[src/design/dq_pkg.sv]
// shared types and constants of the double-ended queue
`default_nettype none

package dq_pkg;

  localparam int DEPTH_DEF      = 16;
  localparam int DATA_WIDTH_DEF = 32;

  localparam int OP_W     = 2;
  localparam int VALUE_W  = 32;
  localparam int STATUS_W = 2;
  localparam int COUNT_W  = 5;

  typedef enum logic [OP_W-1:0] {
    OP_PUSH_BACK  = 2'd0,
    OP_PUSH_FRONT = 2'd1,
    OP_POP_BACK   = 2'd2,
    OP_POP_FRONT  = 2'd3
  } op_t;

  typedef enum logic [STATUS_W-1:0] {
    ST_DONE  = 2'd0,
    ST_EMPTY = 2'd1,
    ST_FULL  = 2'd2
  } status_t;

  // commands from the controller to the datapath
  typedef struct packed {
    logic latch;
    logic exec;
    logic load;
  } dq_cmd_t;

endpackage

`default_nettype wire

[src/design/dq_ctrl.sv]
// controller state machine of the double-ended queue
`default_nettype none

module dq_ctrl import dq_pkg::*; (
  input  wire logic clk,
  input  wire logic rst_n,
  input  wire logic in_valid,
  output logic      in_ready,
  input  wire logic out_ready,
  output logic      out_valid,
  output dq_cmd_t   cmd
);

  typedef enum logic [1:0] {
    S_IDLE,
    S_EXEC,
    S_RESULT
  } state_t;

  state_t state_r;
  logic   out_valid_r;

  assign in_ready  = (state_r == S_IDLE);
  assign out_valid = out_valid_r;

  always_comb begin
    cmd       = '0;
    cmd.latch = in_valid && (state_r == S_IDLE);
    cmd.exec  = (state_r == S_EXEC);
    cmd.load  = (state_r == S_RESULT) && (!out_valid_r || out_ready);
  end

  always_ff @(posedge clk) begin
    if (!rst_n) begin
      state_r     <= S_IDLE;
      out_valid_r <= 1'b0;
    end else begin
      if (out_valid_r && out_ready) begin
        out_valid_r <= 1'b0;
      end
      unique case (state_r)
        S_IDLE: begin
          if (in_valid) begin
            state_r <= S_EXEC;
          end
        end
        S_EXEC: begin
          state_r <= S_RESULT;
        end
        S_RESULT: begin
          if (!out_valid_r || out_ready) begin
            out_valid_r <= 1'b1;
            state_r     <= S_IDLE;
          end
        end
        default: begin
          state_r <= S_IDLE;
        end
      endcase
    end
  end

endmodule

`default_nettype wire

[config.mk]
export PLATFORM = sky130hd
export DESIGN_NAME = dq_ctrl
export DESIGN_NICKNAME = d
export VERILOG_FILES = /design/src/design/dq_pkg.sv /design/src/design/dq_ctrl.sv
export SDC_FILE = /design/constraint.sdc
export NUM_CORES = 1
export LEC_CHECK = 0
export ABC_AREA = 1
export BUFFER_PORTS_ARGS = -buffer_cell sky130_fd_sc_hd__buf_4
export CORE_AREA = 10 10 47 49
export DETAILED_ROUTE_END_ITERATION = 6
export DIE_AREA = 0 0 57 59
export GPL_TIMING_DRIVEN = 0
export HOLD_SLACK_MARGIN = 0.06
export PLACE_DENSITY_LB_ADDON = 0.05
export SLEW_MARGIN = 20
export SYNTH_ARGS = -nofsm -noshare
export SYNTH_HDL_FRONTEND = slang
export SYNTH_SLANG_ARGS = --single-unit
[constraint.sdc]
create_clock -name clk -period 0.8 [get_ports clk]
set_clock_uncertainty 0.05 [all_clocks]
set_input_delay 0.08 -clock clk [delete_from_list [all_inputs] [get_ports clk]]
set_output_delay 0.08 -clock clk [all_outputs]
set_load 0.02 [all_outputs]
; ---- Word level (Yosys, flattened, before mapping)
; Cells that the tools add are included.
; W data, S select, Z words.
[word_totals]
memories = 0
romBits = 0
inputBits = 4
ff_bits = 3
ramBits = 0
output_inout_bits = 5
latch_bits = 0
[op_classes]
add_sub_neg = 0
n_mux = 6
div_mod_pow = 0
mul = 0
bitwise_logic = 0
shifts = 0
n_reduce_logical = 7
eq_ne = 4
order_cmp = 0
[ops]
columns = operator, count
row1 = $pmux W2 S3, 1
row2 = $mux W2, 2
row3 = $logic_and A1 B1 Y1, 3
row4 = $mux W1, 3
row5 = $eq A2 B1 Y1 const B, 1
row6 = $eq A2 B2 Y1 const B, 1
row7 = $logic_not A2 Y1, 1
row8 = $ne A2 B1 Y1 const B, 1
row9 = $ne A2 B2 Y1 const B, 1
row10 = $reduce_and A2 Y1, 1
row11 = $logic_not A1 Y1, 1
row12 = $logic_or A1 B1 Y1, 1

; ---- Logic depth before layout (Yosys ltp)
; Gate-level depths: netlist (run 1).
[logic_depth]
depth_word = 4
ltp_mapped = 4
ltp_nobuf = 4

; ---- Worst setup path after synthesis (run 1)
; Ideal clock, no wire load.
[synth_timing]
path_type = register to output
start = register out_valid_r (netlist: out_valid)
end = output port cmd[0] (netlist bit)
slack_ps = -291
arrival_time_ps = 961
t_required_ps = 670
path_stages_with_launch = 4
path_cell_list = dfxtp_1 inv_1 nor2_4 nor3_1
[synth_rtl]
columns = element, line
row1 = from (decl), dq_ctrl.sv:21  ; logic out_valid_r;
row2 = from (signal assigned), dq_ctrl.sv:36  ; out_valid_r <= 1'b0;
row3 = from (signal assigned), dq_ctrl.sv:39  ; out_valid_r <= 1'b0;
row4 = from (signal assigned), dq_ctrl.sv:52  ; out_valid_r <= 1'b1;
row5 = to (decl), dq_ctrl.sv:11  ; output dq_cmd_t cmd

==> flow_summary.yaml, run 1 <==
status:
  outcome: "finished, violations left"
  violations: "negative setup slack"
drt:
  dr.pass1.iters: 1
  vias: 178
  postRouteAntennaNets: 0
  totalWireLength_um: 496
  wl_per_cell_um: 9.725
  drcViolationCount: 0
  routed_via_density: 3.490
  first_iter_violations: 0
floorplan:
  start_util_pct: 10.71
  die_w_um: 57
  core-area_mm2: 0.001401
  row_count: 14
  num_io_pins: 9
  chipHeight_um: 59
  fp.dieArea_mm2: 0.003363
grt:
  grt_pass1_wl_um: 759
  grt_util_all_layers_pct: 3.276
  grt_overflow: 0
  grt_max_degree: 5
  antenna_found_initial: 0
  grt_pass1_vias: 175
logic_synthesis:
  avgSynthCellArea_um2: 7.507
  syn-instance-count: 20
  synth_nets: 24
  syn_area_um2: 150.1
  ys_types: 11
  ys_ff_latch: 3
  synth-warning-count: 0
  ys_seq_area_share_pct: 40.00
worst_setup_path:
  startpoint_type: "flip-flop"
  setup.worst_path.end: "cmd[0]"
  crit_type: "reg2out"
  required_ps: 670
  r2r_start: "state_r[1]$_SDFFE_PN0P_"
  crit_fanout: 4
  cp_data_arrival_time_ps: 920
  setup.worst_path.start: "state_r[1]$_SDFFE_PN0P_"
  worstRegToRegCells: 5
  regToRegEndpoint: "state_r[1]$_SDFFE_PN0P_"
  end_kind: "output pin"
  ff2ff_setup_slack_ps: -120
min_path:
  hp-class: "in2reg"
timing:
  layout_setup_ws_ps: -252.1
  timing.fmax_ghz: 0.9505
  setup-violations-final: 8
  rsz0062_at_grt: "true"
  slew_viol_final: 0
  tightest_slew_ps: 128.8
  slew_headroom_pct: 91.38
  hold_viol: 0
  period_share_pct: 131.5
  period_needed_ps: 1052
clock_network:
  cts.sinks: 3
  clk_pin_slew_worst_paths_ps: 30
  cts_tree: "built"
  insertion_delay_ps: 230
  htreeDepth: 1
  clk_path_buf_depth: 2
  clockRootBuffer: "clkbuf_4"
  cts_buffers: 3
placed_design:
  numPortBuffers: 8
  post-place-cells: 44
  gp_congestion: 0.6388
  dp_hpwl_um: 380.6
  dpl-instance-area_um2: 247.7
finish:
  area_growth_pct: 128.3
  nets: 40
  final_area_um2: 342.8
  drive_gt1_share_pct: 80.00
  final_cells: 51
  n_antenna_cell: 0
power_and_ir_drop:
  ir_worst_vdd_mv: 0.5273
  pwr_density_cell_mw_per_mm2: 1656
  p_leak_nw: 0.1510
job:
  maxCapViolCount: 0
[per-stage QoR]
step	util (%)	setup TNS, ps	worst slack (ps)	hold slack, ps	power (mW)
after detailed placement	17.68	-473.1	-164.4	245.4	0.2638
after floorplan	-	-33.49	-19.43	146.8	0.2195
after global placement	17.68	-451.0	-155.8	254.6	0.2632
final	24.46	-1124	-252.1	87.45	0.5679
after global routing	24.46	-1410	-287.9	102.6	0.6030
after CTS	23.30	-1261	-276.4	82.61	0.5715
[worst max-delay path, cell delays in order (launching register included)]
cell and delay (ps):
dfxtp_2 330, inv_4 50, nor3_4 170, buf_6 140
[per-layer routing]
metal,vias to the layer above,track usage [%],wire length (µm),part of all wire (%)
li1,86,-,-,-
met1,82,3.184,208,42
met2,10,3.256,206,42
met3,0,3.433,80,16
met4,0,4.027,0,0
met5,-,0,0,0
[placed cells by master (no fill, tap or decap)]
master         synthesis  routed
a21oi_2                1       1
buf_4                  0       5
buf_6                  0       5
clkbuf_1               0       1
clkbuf_4               0       3
dfxtp_2                0       1
dfxtp_4                0       2
dlygate4sd3_1          0       1
inv_1                  6       3
inv_2                  1       2
inv_4                  0       2
nand2_1                3       1
nand2_2                0       1
nand2_4                0       1
nor2_2                 1       1
nor2_4                 1       2
nor3_2                 1       1
nor3_4                 0       1
o21a_1                 1       1
[synth_stat cells (all sizes together)]
cell type  number  area share (%)
nor2            3              14
nor3            2              10
nand2           3             7.5
o21a            1             5.0
inv             7              17
dfxtp           3              40
a21oi           1             5.8
[state kept, by name, summed over array words and instances (netlist names)]
signal and count:
state_r 2, out_valid 1
[kinds of logic (layout without fill, tap and decap cells)]
kind of cell           after synthesis  after routing  share of synthesized area, %
and+or+nand+nor                      8              8                         31.66
buffers and inverters                7             22                         17.50
DFF                                  3              3                         40.00
AOI/OAI and AO/OA                    2              2                         10.84
[cell type report]
cell class / count / area, µm²
multi-input cells: 10 / 92.59
well taps: 16 / 20.02
fillers: 169 / 1059
flip-flops and latches: 3 / 68.82
clock buffers: 4 / 26.28
repair buffers: 11 / 103.9
inverters: 7 / 31.28
[worst min path at each step]
stage | end | cells after the start | start | slack, ps
6_report | state_r[1]$_SDFFE_PN0P_ | 3 | rst_n | 90
5_1_grt | state_r[0]$_SDFFE_PN0P_ | 3 | rst_n | 100
4_1_cts | state_r[1]$_SDFFE_PN0P_ | 3 | rst_n | 80
3_5_place_dp | out_valid$_SDFF_PN0_ | 2 | rst_n | 250
3_3_place_gp | out_valid$_SDFF_PN0_ | 2 | rst_n | 250
2_1_floorplan | out_valid$_SDFF_PN0_ | 1 | rst_n | 150
[timing repair]
item,in CTS,in global routing
pin swaps,2,2
hold buffers,1,0
setup buffers,1,1
endpoints found under the hold margin,1,0
gates resized for setup,12,4
setup endpoints to repair,8,7
[where the power goes]
part           internal, mW  total, mW  switching (mW)
clock network         0.187      0.268          0.0813
logic                0.0691      0.134          0.0647
registers             0.155      0.166          0.0107
total                 0.411      0.568           0.157
No activity file was read; power rests on OpenSTA's default activity.
==> run 2, diff against run 1 <==
==> constraint.sdc (replaced) <==
create_clock -name clk -period 0.8 [get_ports clk]
set_clock_uncertainty 0.05 [all_clocks]
set_input_delay 0.08 -clock clk [delete_from_list [all_inputs] [get_ports clk]]
set_output_delay 0.08 -clock clk [all_outputs]
set_load 0.1 [all_outputs]
==> run 2 against run 1 <==
Compared with the run above: the run still ends with negative setup slack left; sequential power hardly changed; maximum frequency is 8.6% lower; design area is 18% higher; global-route usage is 0.57 points higher; final cell count is 2.0% higher; utilization is 4.4 points higher; power is 25% higher; critical path type unchanged; critical endpoint unchanged; largest power group is now combinational cells.
==> flow_summary.yaml, run 2 (synthesis results as in run 1) <==
status:
  outcome: "finished, violations left"
  violations: "negative setup slack"
timing:
  tightest_slew_ps: 168.8
  layout_setup_ws_ps: -351.5
  slew_headroom_pct: 88.71
  setup-violations-final: 8
  timing.fmax_ghz: 0.8685
  hold_viol: 0
  period_needed_ps: 1151
  period_share_pct: 143.9
  rsz0062_at_grt: "true"
  slew_viol_final: 0
placed_design:
  gp_congestion: 0.6058
  dpl-instance-area_um2: 282.8
  numPortBuffers: 8
  dp_hpwl_um: 379.5
  dp_slack_ps: -224.8
floorplan:
  row_count: 14
  start_util_pct: 10.71
  fp.dieArea_mm2: 0.003363
  die_w_um: 57
  core-area_mm2: 0.001401
  chipHeight_um: 59
  num_io_pins: 9
finish:
  top_register: "state_r"
  final_cell_mix: "buf_4, buf_12, clkbuf_4"
  final_common_cell: "buf_4"
  area_growth_pct: 169.2
  drive_gt1_share_pct: 83.33
  n_antenna_cell: 0
  final_area_um2: 404.1
  largest_reg_flops: 2
  nets: 41
clock_network:
  clk_path_buf_depth: 2
  cts_buffers: 3
  cts.sinks: 3
  insertion_delay_ps: 230
  htreeDepth: 1
  clk_pin_slew_worst_paths_ps: 30
  cts_tree: "built"
  clockRootBuffer: "clkbuf_4"
drt:
  vias: 179
  totalWireLength_um: 458
  wl_met2_um: 180
  wl_per_cell_um: 8.808
  routed.top_layer: "met4"
  dr_wl_met3_um: 66
  dr.pass1.iters: 2
  first_iter_violations: 3
  wl_met1_um: 187
  drcViolationCount: 0
  routed_via_density: 3.442
  postRouteAntennaNets: 0
power_and_ir_drop:
  ir_worst_vdd_mv: 0.5817
  pwr_density_cell_mw_per_mm2: 1753
  p_leak_nw: 0.1611
  p_total_uw: 708.6
worst_setup_path:
  startpoint_type: "flip-flop"
  crit_fanout: 4
  path_delay_family: "flip-flops"
  cpPeakStageDelay_ps: 330
  crit_slowest_cell: "dfxtp_2"
  path_buf_inv: 2
  required_ps: 670
  end_kind: "output pin"
  cp_data_arrival_time_ps: 1020
  path_cells: "inv_4, nor3_4, buf_12"
  crit_type: "reg2out"
  ff2ff_setup_slack_ps: -100
grt:
  grt_pass1_wl_um: 890
  grt_util_all_layers_pct: 3.844
  grt_max_degree: 5
  antenna_found_initial: 0
  grt_overflow: 0
  grt_pass1_vias: 218
job:
  maxCapViolCount: 0
min_path:
  hp-class: "in2reg"
-- run 2: changes by cell type in the layout (fill, tap and decap cells not counted), sizes merged --
cell      delta
clkinvlp     +2
inv          -2
buf          +1
-- run 2: timing repair --
action | in CTS | in global routing
pin swaps | 2 | 0
hold buffers | 1 | 0
hold endpoints to repair | 2 | 0
buffers inserted | 3 | 0
resized for setup | 14 | 1
endpoints found under the setup margin | 6 | 8
-- run 2: routing by layer --
layer	track usage (%)	up-vias
met4	7.047	0
met1	3.321	77
met5	0	-
met2	4.186	10
li1	-	90
met3	2.790	2
-- run 2: power breakdown --
group	internal, mW	leakage (nW)	switching (mW)
Combinational	0.106	0.120	0.170
Clock	0.187	0.0150	0.0804
Sequential	0.155	0.0264	0.0110
-- run 2: path summary, 6_finish.rpt --
path / from / endpoint / cells past startpoint
worst max-delay path: state_r[1]$_SDFFE_PN0P_ / cmd[0] / 3
worst min-delay path: out_ready / state_r[1]$_SDFFE_PN0P_ / 4
worst max register to register: state_r[1]$_SDFFE_PN0P_ / state_r[1]$_SDFFE_PN0P_ / 5
worst min register to register: state_r[0]$_SDFFE_PN0P_ / state_r[1]$_SDFFE_PN0P_ / 3
-- run 2: cell type report --
type                            count  area, µm²
Fill cell                         162      997.2
Timing Repair Buffer               12      155.1
Multi-Input combinational cell     10      97.59
Sequential cell                     3      68.82
Inverter                            7      36.28
Clock buffer                        4      26.28
Tap cell                           16      20.02
-- run 2: worst register-to-register path, stage by stage, from the launching register on --
cell	delay [ps]
dfxtp_2	330
inv_4	60
buf_4	130
nor2_2	90
nand2_1	70
a21oi_2	100
-- run 2: through the flow --
| stage | hold WS [ps] | instances | utilization (%) | setup TNS (ps) |
|---|---|---|---|---|
| detailed placement | 250.0 | 44 | 20.18 | -726.8 |
| CTS | 84.31 | 52 | 28.48 | -1728 |
| finish | 89.63 | 52 | 28.84 | -1598 |
| global placement | 249.5 | 44 | 20.18 | -705.6 |
| floorplan | 146.8 | 20 | - | -1756 |
| global route | 102.7 | 52 | 28.84 | -1941 |
==> run 3, diff against run 2 <==
--- a/config.mk
+++ b/config.mk
@@ -13,6 +13,7 @@
 export GPL_TIMING_DRIVEN = 0
 export HOLD_SLACK_MARGIN = 0.06
 export PLACE_DENSITY_LB_ADDON = 0.05
+export SETUP_SLACK_MARGIN = 0.5
 export SLEW_MARGIN = 20
 export SYNTH_ARGS = -nofsm -noshare
 export SYNTH_HDL_FRONTEND = slang
==> run 3 against run 2 <==
Compared with the run above: the run still ends with negative setup slack left; routed wire length shrank 1.3%; non-clock buffer count is 1 lower; first-iteration DRC count increased by 33%; sequential share of layout area increased by 0.43 points; critical endpoint unchanged; largest cell class unchanged.
==> flow_summary.yaml, run 3 (synthesis results as in run 1) <==
timing:
  rsz0062_at_grt: "true"
  slew_headroom_pct: 88.71
  slew_viol_final: 0
  period_needed_ps: 1151
  period_share_pct: 143.9
  hold_ws_ps: 6.617
  setup-violations-final: 8
  tightest_slew_ps: 168.8
  timing.fmax_ghz: 0.8685
  layout_setup_ws_ps: -351.5
  hold_viol: 0
clock_network:
  clk_pin_slew_worst_paths_ps: 40
  cts_buffers: 3
  cts.sinks: 3
  clockRootBuffer: "clkbuf_4"
  insertion_delay_ps: 230
  clk_path_buf_depth: 2
  cts_tree: "built"
  htreeDepth: 1
min_path:
  min_from: "rst_n"
  hp-class: "in2reg"
worst_setup_path:
  end_kind: "output pin"
  startpoint_type: "flip-flop"
  required_ps: 670
  crit_fanout: 4
  r2r_start: "state_r[1]$_SDFFE_PN0P_"
  crit_type: "reg2out"
  cp_data_arrival_time_ps: 1020
  setup.worst_path.start: "state_r[1]$_SDFFE_PN0P_"
grt:
  use_met2_pct: 4.031
  grt_pass1_wl_um: 862
  busiest_layer: "met4"
  use_met3_pct: 2.790
  met1_usage_pct: 3.203
  grt_util_all_layers_pct: 3.758
  grt_pass1_vias: 214
  grt_max_degree: 5
  grt_overflow: 0
  antenna_found_initial: 0
finish:
  area_growth_pct: 162.5
  drive_gt1_share_pct: 85.71
  n_antenna_cell: 0
  top_register: "state_r"
  largest_reg_flops: 2
  final_cell_mix: "buf_4, buf_12, clkbuf_4"
  nets: 40
  final_common_cell: "buf_4"
power_and_ir_drop:
  pwr-share-clk_pct: 37.9
  pwr-share-comb_pct: 38.5
  sequentialPowerShare_pct: 23.5
  ir_worst_vdd_mv: 0.5814
  swShare_pct: 36.97
  internal_power_uw: 444.4
  pwr_density_cell_mw_per_mm2: 1789
  p_leak_nw: 0.1570
  netSwitchingPower_uw: 260.6
floorplan:
  start_util_pct: 10.71
  core-area_mm2: 0.001401
  chipHeight_um: 59
  fp.dieArea_mm2: 0.003363
  row_count: 14
  die_w_um: 57
  num_io_pins: 9
drt:
  routed_via_density: 3.431
  totalWireLength_um: 452
  postRouteAntennaNets: 0
  vias: 175
  first_iter_violations: 4
  wl_per_cell_um: 8.863
  drcViolationCount: 0
  dr.pass1.iters: 2
status:
  violations: "negative setup slack"
  outcome: "finished, violations left"
placed_design:
  numPortBuffers: 8
  gp_congestion: 0.6058
  dp_hpwl_um: 379.5
  dp_slack_ps: -224.8
job:
  maxCapViolCount: 0
[run 3: cell count changes in the layout (fill, tap and decap cells not counted)]
cell / previous run / this run
dlygate4sd3_1: 1 / 0
[run 3: worst max-delay path: stages (launching register included)]
cell	delay [ps]
dfxtp_2	330
inv_4	60
nor3_4	210
buf_12	200
[run 3: what timing repair did]
action                                  in CTS  in global routing
buffers inserted                             3                  0
resized for setup                           14                  1
endpoints found under the hold margin        2                  1
endpoints found under the setup margin       8                  8
pin swaps                                    2                  0
[run 3: area by class of cell]
type,count,area (µm²)
clock buffer,4,26.28
fill,162,1007
inverter,7,36.28
multi-input combinational,10,97.59
sequential,3,68.82
tap,16,20.02
timing repair buffer,11,145.1
[run 3: final timing paths]
kind / to / slack (ps) / cells past startpoint
worst max register to register: state_r[1]$_SDFFE_PN0P_ / -100 / 5
worst min-delay path: out_valid$_SDFF_PN0_ / 7 / 2
worst max-delay path: cmd[0] / -350 / 3
worst min register to register: state_r[1]$_SDFFE_PN0P_ / 540 / 3
[run 3: routing by layer]
metal  vias up  part of all wire, %
met5         -                    0
met2        10                   39
li1         88                    -
met1        75                   41
met3         2                   15
met4         0                  5.1
[run 3: per-stage QoR]
step / power, mW / cells / TNS (ps) / instance area (µm²) / utilization [%]
final: 0.7050 / 51 / -1596 / 394.1 / 28.13
after global routing: 0.7397 / 51 / -1941 / 394.1 / 28.13
after CTS: 0.7252 / 51 / -1728 / 389.1 / 27.77
after detailed placement: 0.3796 / 44 / -726.8 / 282.8 / 20.18
after global placement: 0.3794 / 44 / -705.6 / 282.8 / 20.18
after floorplan: 0.3358 / 20 / -1756 / 202.7 / -
[run 3: power groups by stage]
stage / clock network (mW) / registers [mW] / logic (mW)
global placement: 0 / 0.168 / 0.212
floorplan: 0 / 0.179 / 0.157
finish: 0.267 / 0.166 / 0.272
global route: 0.288 / 0.167 / 0.285
detailed placement: 0 / 0.167 / 0.212
CTS: 0.287 / 0.166 / 0.273
